`config.mk`:
```
export PLATFORM = sky130hd
export DESIGN_NAME = file_uri_percent_decoder_unit
export DESIGN_NICKNAME = d
export VERILOG_FILES = /design/src/fupd_pkg.sv /design/src/file_uri_percent_decoder_unit.sv /design/src/fupd_core.sv /design/src/fupd_outq.sv
export SDC_FILE = /design/constraint.sdc
export NUM_CORES = 1
export LEC_CHECK = 0
export ABC_CLOCK_PERIOD_IN_PS = 7700
export BUFFER_PORTS_ARGS = -buffer_cell sky130_fd_sc_hd__buf_2
export CAP_MARGIN = 20
export CORE_UTILIZATION = 55
export CTS_CLUSTER_SIZE = 8
export DETAILED_ROUTE_END_ITERATION = 8
export PLACE_DENSITY = 0.77
export SETUP_SLACK_MARGIN = 0.2
export SKIP_LAST_GASP = 1
export SLEW_MARGIN = 20
export SYNTH_ARGS = -nofsm -noshare
export SYNTH_HDL_FRONTEND = slang
export SYNTH_SLANG_ARGS = --single-unit
```
`constraint.sdc`:
```
create_clock -name i_clk -period 7.7 [get_ports i_clk]
set_input_delay 0.77 -clock i_clk [delete_from_list [all_inputs] [get_ports i_clk]]
set_output_delay 0.77 -clock i_clk [all_outputs]
set_load 0.005 [all_outputs]
```
`src/fupd_pkg.sv`:
```
`default_nettype none
// ----------------------------------------------------------------------------
// fupd_pkg
// shared types, constants and character helpers of the file uri decoder
// ----------------------------------------------------------------------------
package fupd_pkg;

    localparam int unsigned PREFIX_LEN = 7;
    localparam int unsigned QUEUE_DEPTH = 4;

    localparam logic [7:0] CHAR_PERCENT = 8'h25;
    localparam logic [7:0] CHAR_ZERO    = 8'h30;
    localparam logic [7:0] CHAR_NINE    = 8'h39;
    localparam logic [7:0] CHAR_LOW_A   = 8'h61;
    localparam logic [7:0] CHAR_LOW_F   = 8'h66;
    localparam logic [7:0] CHAR_LOW_Z   = 8'h7a;
    localparam logic [7:0] CHAR_UP_A    = 8'h41;
    localparam logic [7:0] CHAR_UP_F    = 8'h46;
    localparam logic [7:0] CHAR_UP_Z    = 8'h5a;
    localparam logic [7:0] CASE_OFFSET  = 8'h20;
    localparam logic [7:0] HEX_TEN      = 8'd10;

    typedef enum logic [1:0] {
        ST_OK    = 2'd0,
        ST_PROTO = 2'd1,
        ST_ENC   = 2'd2
    } t_status;

    typedef struct packed {
        logic [7:0] out_byte;
        logic       byte_valid;
        logic       done_res;
        t_status    status;
    } t_res;

    typedef struct packed {
        logic byte_en;
        t_res byte_res;
        logic done_en;
        t_res done_item;
    } t_step;

    // expected character of "file://" at a position
    function automatic logic [7:0] prefix_char(input logic [2:0] pos);
        logic [7:0] c;
        case (pos)
            3'd0:    c = 8'h66;
            3'd1:    c = 8'h69;
            3'd2:    c = 8'h6c;
            3'd3:    c = 8'h65;
            3'd4:    c = 8'h3a;
            3'd5:    c = 8'h2f;
            3'd6:    c = 8'h2f;
            default: c = 8'h00;
        endcase
        return c;
    endfunction

    function automatic logic [7:0] fold_case(input logic [7:0] c);
        logic [7:0] r;
        r = c;
        if (c >= CHAR_UP_A && c <= CHAR_UP_Z) begin
            r = c + CASE_OFFSET;
        end
        return r;
    endfunction

    // bit 4 flags a valid hex digit, bits 3:0 hold its value
    function automatic logic [4:0] hex_value(input logic [7:0] c);
        logic [7:0] d;
        logic [4:0] r;
        d = 8'd0;
        r = 5'd0;
        if (c >= CHAR_ZERO && c <= CHAR_NINE) begin
            d = c - CHAR_ZERO;
            r = {1'b1, d[3:0]};
        end else if (c >= CHAR_LOW_A && c <= CHAR_LOW_F) begin
            d = c - CHAR_LOW_A + HEX_TEN;
            r = {1'b1, d[3:0]};
        end else if (c >= CHAR_UP_A && c <= CHAR_UP_F) begin
            d = c - CHAR_UP_A + HEX_TEN;
            r = {1'b1, d[3:0]};
        end
        return r;
    endfunction

endpackage
`default_nettype wire

```
`src/file_uri_percent_decoder_unit.sv`:
```
`default_nettype none
// ----------------------------------------------------------------------------
// file_uri_percent_decoder_unit
// checks the "file://" prefix and decodes percent escapes of a byte stream
// ----------------------------------------------------------------------------
// an accepted beat is registered, then decoded into a four-entry result queue
// throughput: one input beat per cycle while the queue has room; a final beat
//   that also decodes a byte yields two results, drained one per cycle while ready
// input accept is held off only while that queue has fewer than two free slots
// reset: synchronous active low, returns to prefix check and empties the queue
// ----------------------------------------------------------------------------
module file_uri_percent_decoder_unit (
    input  wire logic        i_clk,
    input  wire logic        i_rst_n,
    input  wire logic        i_s_axis_tvalid,
    output logic             o_s_axis_tready,
    input  wire logic [7:0]  i_s_axis_tdata,   // in_byte
    input  wire logic        i_s_axis_tlast,   // end_of_text
    output logic             o_m_axis_tvalid,
    input  wire logic        i_m_axis_tready,
    output logic [15:0]      o_m_axis_tdata,   // out_byte[7:0], status[9:8], zeros
    output logic             o_m_axis_tlast,   // done_res
    output logic             o_m_axis_tuser    // byte_valid
);
    import fupd_pkg::*;

    logic       r_in_valid;
    logic [7:0] r_in_byte;
    logic       r_in_last;
    logic       room;
    logic       commit;
    t_step      step;
    t_res       res;

    assign commit          = r_in_valid && room;
    assign o_s_axis_tready = !r_in_valid || commit;

    always_ff @(posedge i_clk) begin
        if (!i_rst_n) begin
            r_in_valid <= 1'b0;
        end else if (o_s_axis_tready) begin
            r_in_valid <= i_s_axis_tvalid;
        end
    end

    always_ff @(posedge i_clk) begin
        if (o_s_axis_tready && i_s_axis_tvalid) begin
            r_in_byte <= i_s_axis_tdata;
            r_in_last <= i_s_axis_tlast;
        end
    end

    fupd_core u_core (
        .i_clk    (i_clk),
        .i_rst_n  (i_rst_n),
        .i_commit (commit),
        .i_byte   (r_in_byte),
        .i_last   (r_in_last),
        .o_step   (step)
    );

    fupd_outq #(
        .DEPTH (QUEUE_DEPTH)
    ) u_outq (
        .i_clk   (i_clk),
        .i_rst_n (i_rst_n),
        .i_push  (commit),
        .i_step  (step),
        .o_room  (room),
        .o_valid (o_m_axis_tvalid),
        .i_ready (i_m_axis_tready),
        .o_res   (res)
    );

    assign o_m_axis_tdata = {6'd0, res.status, res.out_byte};
    assign o_m_axis_tlast = res.done_res;
    assign o_m_axis_tuser = res.byte_valid;

endmodule
`default_nettype wire

```
`src/fupd_core.sv`:
```
`default_nettype none
// ----------------------------------------------------------------------------
// fupd_core
// decode state and per-beat step logic: prefix check, escape decode, status
// ----------------------------------------------------------------------------
module fupd_core (
    input  wire logic           i_clk,
    input  wire logic           i_rst_n,
    input  wire logic           i_commit,
    input  wire logic [7:0]     i_byte,
    input  wire logic           i_last,
    output fupd_pkg::t_step     o_step
);
    import fupd_pkg::*;

    typedef enum logic [1:0] {
        PH_PREFIX = 2'd0,
        PH_PLAIN  = 2'd1,
        PH_HIGH   = 2'd2,
        PH_LOW    = 2'd3
    } t_phase;

    t_phase     r_phase, n_phase;
    logic [2:0] r_pos, n_pos;
    logic [3:0] r_high, n_high;
    t_status    r_err, n_err;
    logic [4:0] hex;
    t_status    fin;

    always_comb begin
        hex     = hex_value(i_byte);
        n_phase = r_phase;
        n_pos   = r_pos;
        n_high  = r_high;
        n_err   = r_err;
        o_step  = '0;
        o_step.byte_res.byte_valid = 1'b1;
        o_step.byte_res.status     = ST_OK;
        o_step.done_item.done_res  = 1'b1;
        if (r_err == ST_OK) begin
            case (r_phase)
                PH_PREFIX: begin
                    if (r_pos >= 3'(PREFIX_LEN) || fold_case(i_byte) != prefix_char(r_pos)) begin
                        n_err = ST_PROTO;
                    end else begin
                        n_pos = r_pos + 3'd1;
                        if (n_pos == 3'(PREFIX_LEN)) begin
                            n_phase = PH_PLAIN;
                        end
                    end
                end
                PH_PLAIN: begin
                    if (i_byte == CHAR_PERCENT) begin
                        n_phase = PH_HIGH;
                    end else begin
                        o_step.byte_en           = 1'b1;
                        o_step.byte_res.out_byte = i_byte;
                    end
                end
                PH_HIGH: begin
                    if (!hex[4]) begin
                        n_err = ST_ENC;
                    end else begin
                        n_high  = hex[3:0];
                        n_phase = PH_LOW;
                    end
                end
                default: begin
                    if (!hex[4]) begin
                        n_err = ST_ENC;
                    end else begin
                        o_step.byte_en           = 1'b1;
                        o_step.byte_res.out_byte = {r_high, hex[3:0]};
                        n_phase                  = PH_PLAIN;
                    end
                end
            endcase
        end
        fin = n_err;
        if (n_err == ST_OK) begin
            case (n_phase)
                PH_PREFIX: fin = ST_PROTO;
                PH_HIGH:   fin = ST_ENC;
                PH_LOW:    fin = ST_ENC;
                default:   fin = ST_OK;
            endcase
        end
        o_step.done_en          = i_last;
        o_step.done_item.status = fin;
        if (i_last) begin
            n_phase = PH_PREFIX;
            n_pos   = 3'd0;
            n_high  = 4'd0;
            n_err   = ST_OK;
        end
    end

    always_ff @(posedge i_clk) begin
        if (!i_rst_n) begin
            r_phase <= PH_PREFIX;
            r_pos   <= 3'd0;
            r_high  <= 4'd0;
            r_err   <= ST_OK;
        end else if (i_commit) begin
            r_phase <= n_phase;
            r_pos   <= n_pos;
            r_high  <= n_high;
            r_err   <= n_err;
        end
    end

endmodule
`default_nettype wire

```
`src/fupd_outq.sv`:
```
`default_nettype none
// ----------------------------------------------------------------------------
// fupd_outq
// small result queue taking up to two results per cycle, giving one per beat
// ----------------------------------------------------------------------------
module fupd_outq #(
    parameter int unsigned DEPTH = fupd_pkg::QUEUE_DEPTH
) (
    input  wire logic           i_clk,
    input  wire logic           i_rst_n,
    input  wire logic           i_push,
    input  wire fupd_pkg::t_step i_step,
    output logic                o_room,
    output logic                o_valid,
    input  wire logic           i_ready,
    output fupd_pkg::t_res      o_res
);
    import fupd_pkg::*;

    localparam int unsigned PW = (DEPTH > 1) ? $clog2(DEPTH) : 1;
    localparam int unsigned CW = $clog2(DEPTH + 1);

    t_res          r_mem [DEPTH];
    logic [PW-1:0] r_wr, n_wr;
    logic [PW-1:0] r_rd, n_rd;
    logic [CW-1:0] r_cnt, n_cnt;
    logic [PW-1:0] wr_done;
    logic          pop;
    logic [CW-1:0] n_in;

    function automatic logic [PW-1:0] ptr_inc(input logic [PW-1:0] p);
        logic [PW-1:0] r;
        if (p == PW'(DEPTH - 1)) begin
            r = '0;
        end else begin
            r = p + PW'(1);
        end
        return r;
    endfunction

    always_comb begin
        o_valid = (r_cnt != '0);
        o_res   = r_mem[r_rd];
        o_room  = (r_cnt <= CW'(DEPTH - 2));
        pop     = o_valid && i_ready;
        wr_done = i_step.byte_en ? ptr_inc(r_wr) : r_wr;
        n_in    = '0;
        n_wr    = r_wr;
        if (i_push) begin
            n_in = CW'(i_step.byte_en) + CW'(i_step.done_en);
            n_wr = i_step.done_en ? ptr_inc(wr_done) : wr_done;
        end
        n_rd  = pop ? ptr_inc(r_rd) : r_rd;
        n_cnt = r_cnt + n_in - CW'(pop);
    end

    always_ff @(posedge i_clk) begin
        if (!i_rst_n) begin
            r_wr  <= '0;
            r_rd  <= '0;
            r_cnt <= '0;
        end else begin
            r_wr  <= n_wr;
            r_rd  <= n_rd;
            r_cnt <= n_cnt;
        end
    end

    always_ff @(posedge i_clk) begin
        if (i_push && i_step.byte_en) begin
            r_mem[r_wr] <= i_step.byte_res;
        end
        if (i_push && i_step.done_en) begin
            r_mem[wr_done] <= i_step.done_item;
        end
    end

endmodule
`default_nettype wire

```
Word level (Yosys, flattened, before mapping). Memories as Yosys holds them, arrays and structs flattened. A register that Yosys moved wholly into a read port is not among the register bits. Index checks and enable logic that the tools add are counted.

Equality and inequality tests: 17. $lt $le $gt $ge: 9. $add $sub $neg: 13. Reductions and logical operators: 27. Muxes and demuxes: 48.

Operators with widths (number): $pmux W7 S6 (1); $mux W8 (5); $mux W2 (19); $mux W9 (3); $le A8 B7 Y1 const B (3); $pmux W9 S2 (1); $ge A8 B7 Y1 const B (2); $mux W4 (4); $mux W3 (5); $mux W5 (3); $eq A2 B2 Y1 const B (6); $eq A3 B3 Y1 const B (4); $sub A4 B1 Y4 const B (3); $logic_and A1 B1 Y1 (9); $add A4 B4 Y4 const B (2); $add A8 B6 Y8 const B (1); $eq A8 B6 Y1 const B (1); $ge A8 B6 Y1 const B (1); $le A8 B6 Y1 const B (1); $logic_not A2 Y1 (4); $ne A8 B8 Y1 (1); $pmux W2 S2 (2); $reduce_and A4 Y1 (2); $reduce_bool A2 Y1 (4); 18 further kinds (27).

Output and inout port bits: 20. RAM bits: 48. Register bits after elaboration: 28. Memories kept: 1. Logic and storage cells: 125.

Memories: u_outq.r_mem (words 4, bits a word 12, read ports 1, clocked after memory_dff 1, wr ports 2, line fupd_outq.sv:23) `t_res r_mem [DEPTH];`.

Depth between registers and ports, before layout.
Depth after elaboration: 14. Gate-level depth with buffers: 18. Gate-level depth less buffers: 15.

By module. A second synthesis with hierarchy kept.

Cell total of the unflattened synthesis: 415. Area, all modules: 5059.9 um^2.

By module, submodules not included: fupd_outq (area an instance 3129.3 um^2, cells an instance 192, instances 1); fupd_core (area an instance 1546.5 um^2, cells an instance 201, instances 1); file_uri_percent_decoder_unit (area an instance 384.1 um^2, cells an instance 22, instances 1).

Worst setup path before layout. OpenSTA, ideal clock, no wires.

Kind: register to register. Start point: reg r_in_byte[1]. End point: reg u_outq.r_cnt[2]. Stages on the path, launching flop included: 18. Library setup time: 0.115 ns. Setup slack: 4.365 ns. Clock period less this slack: 3.335 ns. Arrival time: 3.220 ns. Path through: edfxtp_1 -> inv_1 -> ha_1 -> nor4b_4 -> nor4b_4 -> a21o_1 -> a21oi_4 -> inv_2 -> buf_6 -> buf_4 -> ha_1 -> and3_1 -> ha_1 -> inv_1 -> fa_1 -> xor2_1 -> xnor2_1 -> and2_1.

Word-level cells in the longest chain between the ends: 12. Elaborated cells between the ends (all ways): 21. Those cells by class: 3 x add/sub; 6 x order compare; 1 x eq/ne; 8 x mux; 3 x reduce/logical.

Ends and longest elaborated chain: start: declaration (line file_uri_percent_decoder_unit.sv:28) `logic [7:0] r_in_byte;`; start signal: assignment (line file_uri_percent_decoder_unit.sv:48) `r_in_byte <= i_s_axis_tdata;`; $ge A8 B7 Y1 / $le A8 B7 Y1 (equally long branches) (line fupd_pkg.sv:80) `end else if (c >= CHAR_UP_A && c <= CHAR_UP_F) begin`; $logic_and A1 B1 Y1 (line fupd_pkg.sv:80); $mux W5 (line fupd_pkg.sv:80); $mux W5 (line fupd_pkg.sv:77) `end else if (c >= CHAR_LOW_A && c <= CHAR_LOW_F) begin`; $mux W5 (line fupd_pkg.sv:74) `if (c >= CHAR_ZERO && c <= CHAR_NINE) begin`; $mux W9 (line fupd_core.sv:69) `if (!hex[4]) begin`; $pmux W9 S2 * (line fupd_core.sv:41) `case (r_phase)`; $mux W9 * (line fupd_core.sv:40) `if (r_err == ST_OK) begin`; $add A1 B1 Y2 * (line fupd_outq.sv:50) `n_in = CW'(i_step.byte_en) + CW'(i_step.done_en);`; $mux W3 * (line fupd_outq.sv:49) `if (i_push) begin`; $add A3 B3 Y3 * (line fupd_outq.sv:54) `n_cnt = r_cnt + n_in - CW'(pop);`; $sub A3 B1 Y3 * (line fupd_outq.sv:54); end signal: assignment (line fupd_outq.sv:65) `r_cnt <= n_cnt;`; end: declaration (line fupd_outq.sv:26) `logic [CW-1:0] r_cnt, n_cnt;`.

Mark *: on every way between the ends. The rest lies on a longest branch, timed or not. A chain may end at the register's enable or synchronous reset.

Final worst setup path. Same ends and word-level chain as after synthesis.

==> qor.yml <==
run_status: "finished, final reports clean"
viasPerCell: 6.26
nets: 520
unrepaired_setup_endpoints_after_global_routing: "no"
synth_top_cells_by_area: "sky130_fd_sc_hd__dfxtp_1 (28%), sky130_fd_sc_hd__edfxtp_1 (12%), sky130_fd_sc_hd__ha_1 (7.1%)"
synth-edff-count: 17
critPathMaxStageDelay_ps: 590
synthesis.yosys.warnings: 0
cts_max_level: 3
post_synthesis_sequential_element_count: 78
seq_area_um2: 1730
layout-area-overhead-vs-synth_pct: 6.79
data_arrival_critical_path_ps: 4560
post-cts-setup-buffer-count: 0
final.setup.tns_ps: 0
cts_hold_repair.buffers: 0
timing.hold.worst.start: "u_outq.r_mem[1][8]"
yosys_most_used_dff: "sky130_fd_sc_hd__dfxtp_1"
reg2reg_setup_slack_ps: 3390
clock_sinks: 78
critPathMostFrequentCell: "sky130_fd_sc_hd__ha_1"
postPlaceCellArea_um2: 4510
worst-slew-pin-transition_ps: 732
clockBufferDepth: 2
period_share: 0.559
highest_fanout_seen_on_the_critical_path: 41
boundaryPins: 33
wl_um: 10300
grt_max_degree: 42
fillCellCount: 682
critical_path.endpoint_type: "register"
dieWidth_um: 91.5
timing.final.setup_violations: 0
postRouteAntennaNets: 0
initial_utilization: 0.570
cts-resized-gates: 0
crit_path_start_kind: "register"
clkLatencyLatePin_ps: 360
cp_slowest_cell: "sky130_fd_sc_hd__a21oi_4"
peakVddDrop_mv: 0.137
total_leakage_power_nw: 1.81
r2r-start: "r_in_byte[1]"
timing.critical_path.required_ps: 7950
clock-skew-final_ps: 12.2
diodes_inserted: 0
place.port_buffers: 26
seq_area_frac_synth: 0.393
tritoncts: "done"
synth_cell_types: 63
first_global_vias: 3553
power_mw: 0.969
postSynthAreaPerCell_um2: 9.34
route.detailed.drc: 0
die_h_um: 91.5
grt_antenna_before_repair: 0
total_number_of_vias: 3680
final_layout_size_suffix_gt1_frac: 0.136
hold_violations: 0
synth_async_sr_flop_share: 0
finalInstanceArea_um2: 4710
dp.final_hpwl_um: 7600
hold_path_class: "register to register"
gr-total-overflow: 0
core_region_area_um2: 7730
row_count: 32
cts_root_buffer_type: "sky130_fd_sc_hd__clkbuf_8"
timing.max_cap.violations: 0
synth_area_leader_cell: "sky130_fd_sc_hd__dfxtp_1"
grt_first_pass_wirelength_um: 17300
path_class: "register to register"
drt_iter0_markers: 246
multi_input_comb_area_um2: 2440
syn-cell-area_um2: 4410
cts.clk_slew.worst_paths_ps: 90
routed_wire_length_per_instance_um: 17.6
timing.slew.headroom: 0.511
final_max_slew_viol_count: 0
fp.dieArea_um2: 8370
powerDensity_nw_per_um2: 206
timing.critical_path.cells: "inv_1 > ha_1 > nor4b_4 > nor4b_4 > a21o_1 > a21oi_4 > inv_2 > ha_1 > and3_1 > ha_1 > inv_1 > fa_1 > xor2_1 > xnor2_1 > and2_1"
dr.pass1.iters: 5
cts-buffers-inserted: 9
routability_congestion: 0.989
cp-startpoint: "r_in_byte[1]"
fmax_mhz: 232
synth_largest_type_area_fraction: 0.277
period_needed_ps: 4310
synthesized_instance_count: 472
global_route.usage.total: 0.263
## critical path, delay by kind of cell (launching register included)
family,cells,cell delay (ps)
compound gates,2,870
xor+xnor,2,290
fa+ha+maj,4,1180
buf+inv,3,660
flops,1,480
simple gates,4,720
## final cells by class
| class | instances | share of cell area |
|---|---|---|
| flip-flops and latches | 78 | 0.368 |
| multi-input cells | 344 | 0.518 |
| inverters | 22 | 0.0175 |
| well taps | 102 | 0.0271 |
| clock buffers | 10 | 0.0271 |
| clock inverters | 6 | 0.0146 |
| repair buffers | 26 | 0.0277 |
## metrics by stage
step	hold slack [ps]	instances	utilization	setup slack, ps
2_1_floorplan	422	477	-	4370
3_3_place_gp	433	572	0.584	3610
3_5_place_dp	448	572	0.584	3440
4_1_cts	460	588	0.609	3410
5_1_grt	477	588	0.609	3000
6_report	462	588	0.609	3390
## kinds of logic after synthesis
logic type	count (synthesis)	synth area share
flip-flops	78	0.393
AO/OA/AOI/OAI	136	0.202
AND/OR/NAND/NOR	151	0.182
other	1	0.000851
adder cells (fa/ha/maj)	26	0.0755
XOR/XNOR	8	0.0159
buffers and inverters	55	0.0582
multiplexers	17	0.0730
## power breakdown
group          switching, mW  leakage (nW)  internal, mW
clock                  0.157        0.0934         0.152
sequential            0.0418         0.661         0.445
combinational         0.0944          1.05        0.0794
total                  0.293          1.81         0.676
## layer usage
layer | vias up | global-route usage | share of wire
met3 | 17 | 0.0436 | 0.064
met2 | 180 | 0.466 | 0.51
met5 | - | 0 | 0
met4 | 0 | 0.0979 | 0.018
li1 | 1742 | - | -
met1 | 1741 | 0.319 | 0.41
## final timing paths
path                   endpoint  cells after the start
max             u_outq.r_cnt[2]                     15
min          u_outq.r_mem[1][8]                      2
max reg2reg     u_outq.r_cnt[2]                     15
min reg2reg  u_outq.r_mem[1][8]                      2
## cell usage after synthesis, types with 7 or more instances
cell	n
sky130_fd_sc_hd__ha_1	25
sky130_fd_sc_hd__edfxtp_1	17
sky130_fd_sc_hd__buf_4	9
sky130_fd_sc_hd__inv_1	20
sky130_fd_sc_hd__buf_2	7
sky130_fd_sc_hd__nand3_1	30
sky130_fd_sc_hd__dfxtp_1	61
sky130_fd_sc_hd__nand2_1	39
sky130_fd_sc_hd__a211oi_1	10
sky130_fd_sc_hd__nand4_1	10
sky130_fd_sc_hd__a21oi_1	34
sky130_fd_sc_hd__and3_1	11
sky130_fd_sc_hd__o21ai_0	36
sky130_fd_sc_hd__nor2_1	26
sky130_fd_sc_hd__and2_1	8
sky130_fd_sc_hd__clkbuf_1	11
sky130_fd_sc_hd__mux4_2	12
## layout by cell type, fill, tap and decap left out, types with 3 or more instances in the layout
cell type / n
sky130_fd_sc_hd__or3_1: 3
sky130_fd_sc_hd__clkbuf_8: 9
sky130_fd_sc_hd__conb_1: 6
sky130_fd_sc_hd__o21a_1: 5
sky130_fd_sc_hd__o21ai_1: 3
sky130_fd_sc_hd__a21oi_1: 34
sky130_fd_sc_hd__edfxtp_1: 17
sky130_fd_sc_hd__nand2_1: 39
sky130_fd_sc_hd__nand4_1: 10
sky130_fd_sc_hd__mux2i_1: 4
sky130_fd_sc_hd__o2bb2ai_1: 5
sky130_fd_sc_hd__nor2_1: 26
sky130_fd_sc_hd__a211oi_1: 10
sky130_fd_sc_hd__and3_1: 11
sky130_fd_sc_hd__and2_1: 8
sky130_fd_sc_hd__dfxtp_1: 61
sky130_fd_sc_hd__inv_1: 20
sky130_fd_sc_hd__xnor2_1: 6
sky130_fd_sc_hd__a31o_2: 3
sky130_fd_sc_hd__nand3_1: 30
sky130_fd_sc_hd__nand2b_1: 3
sky130_fd_sc_hd__o21ai_0: 36
sky130_fd_sc_hd__nor2b_1: 5
sky130_fd_sc_hd__mux4_2: 12
sky130_fd_sc_hd__nor3_1: 5
sky130_fd_sc_hd__a31oi_1: 6
sky130_fd_sc_hd__a21o_1: 5
sky130_fd_sc_hd__o31ai_1: 6
sky130_fd_sc_hd__ha_1: 25
sky130_fd_sc_hd__buf_2: 26
## sequential cells by signal, summed over array words and instances (netlist names), named ones only
signal,flops
u_core.r_high,4
u_outq.r_rd,2
u_outq.r_wr,2
u_core.r_phase,2
r_in_valid,1
u_core.r_pos,3
u_outq.r_mem,48
r_in_last,1
u_core.r_err,2
r_in_byte,8
u_outq.r_cnt,3
(Power assumes the default switching activity.)
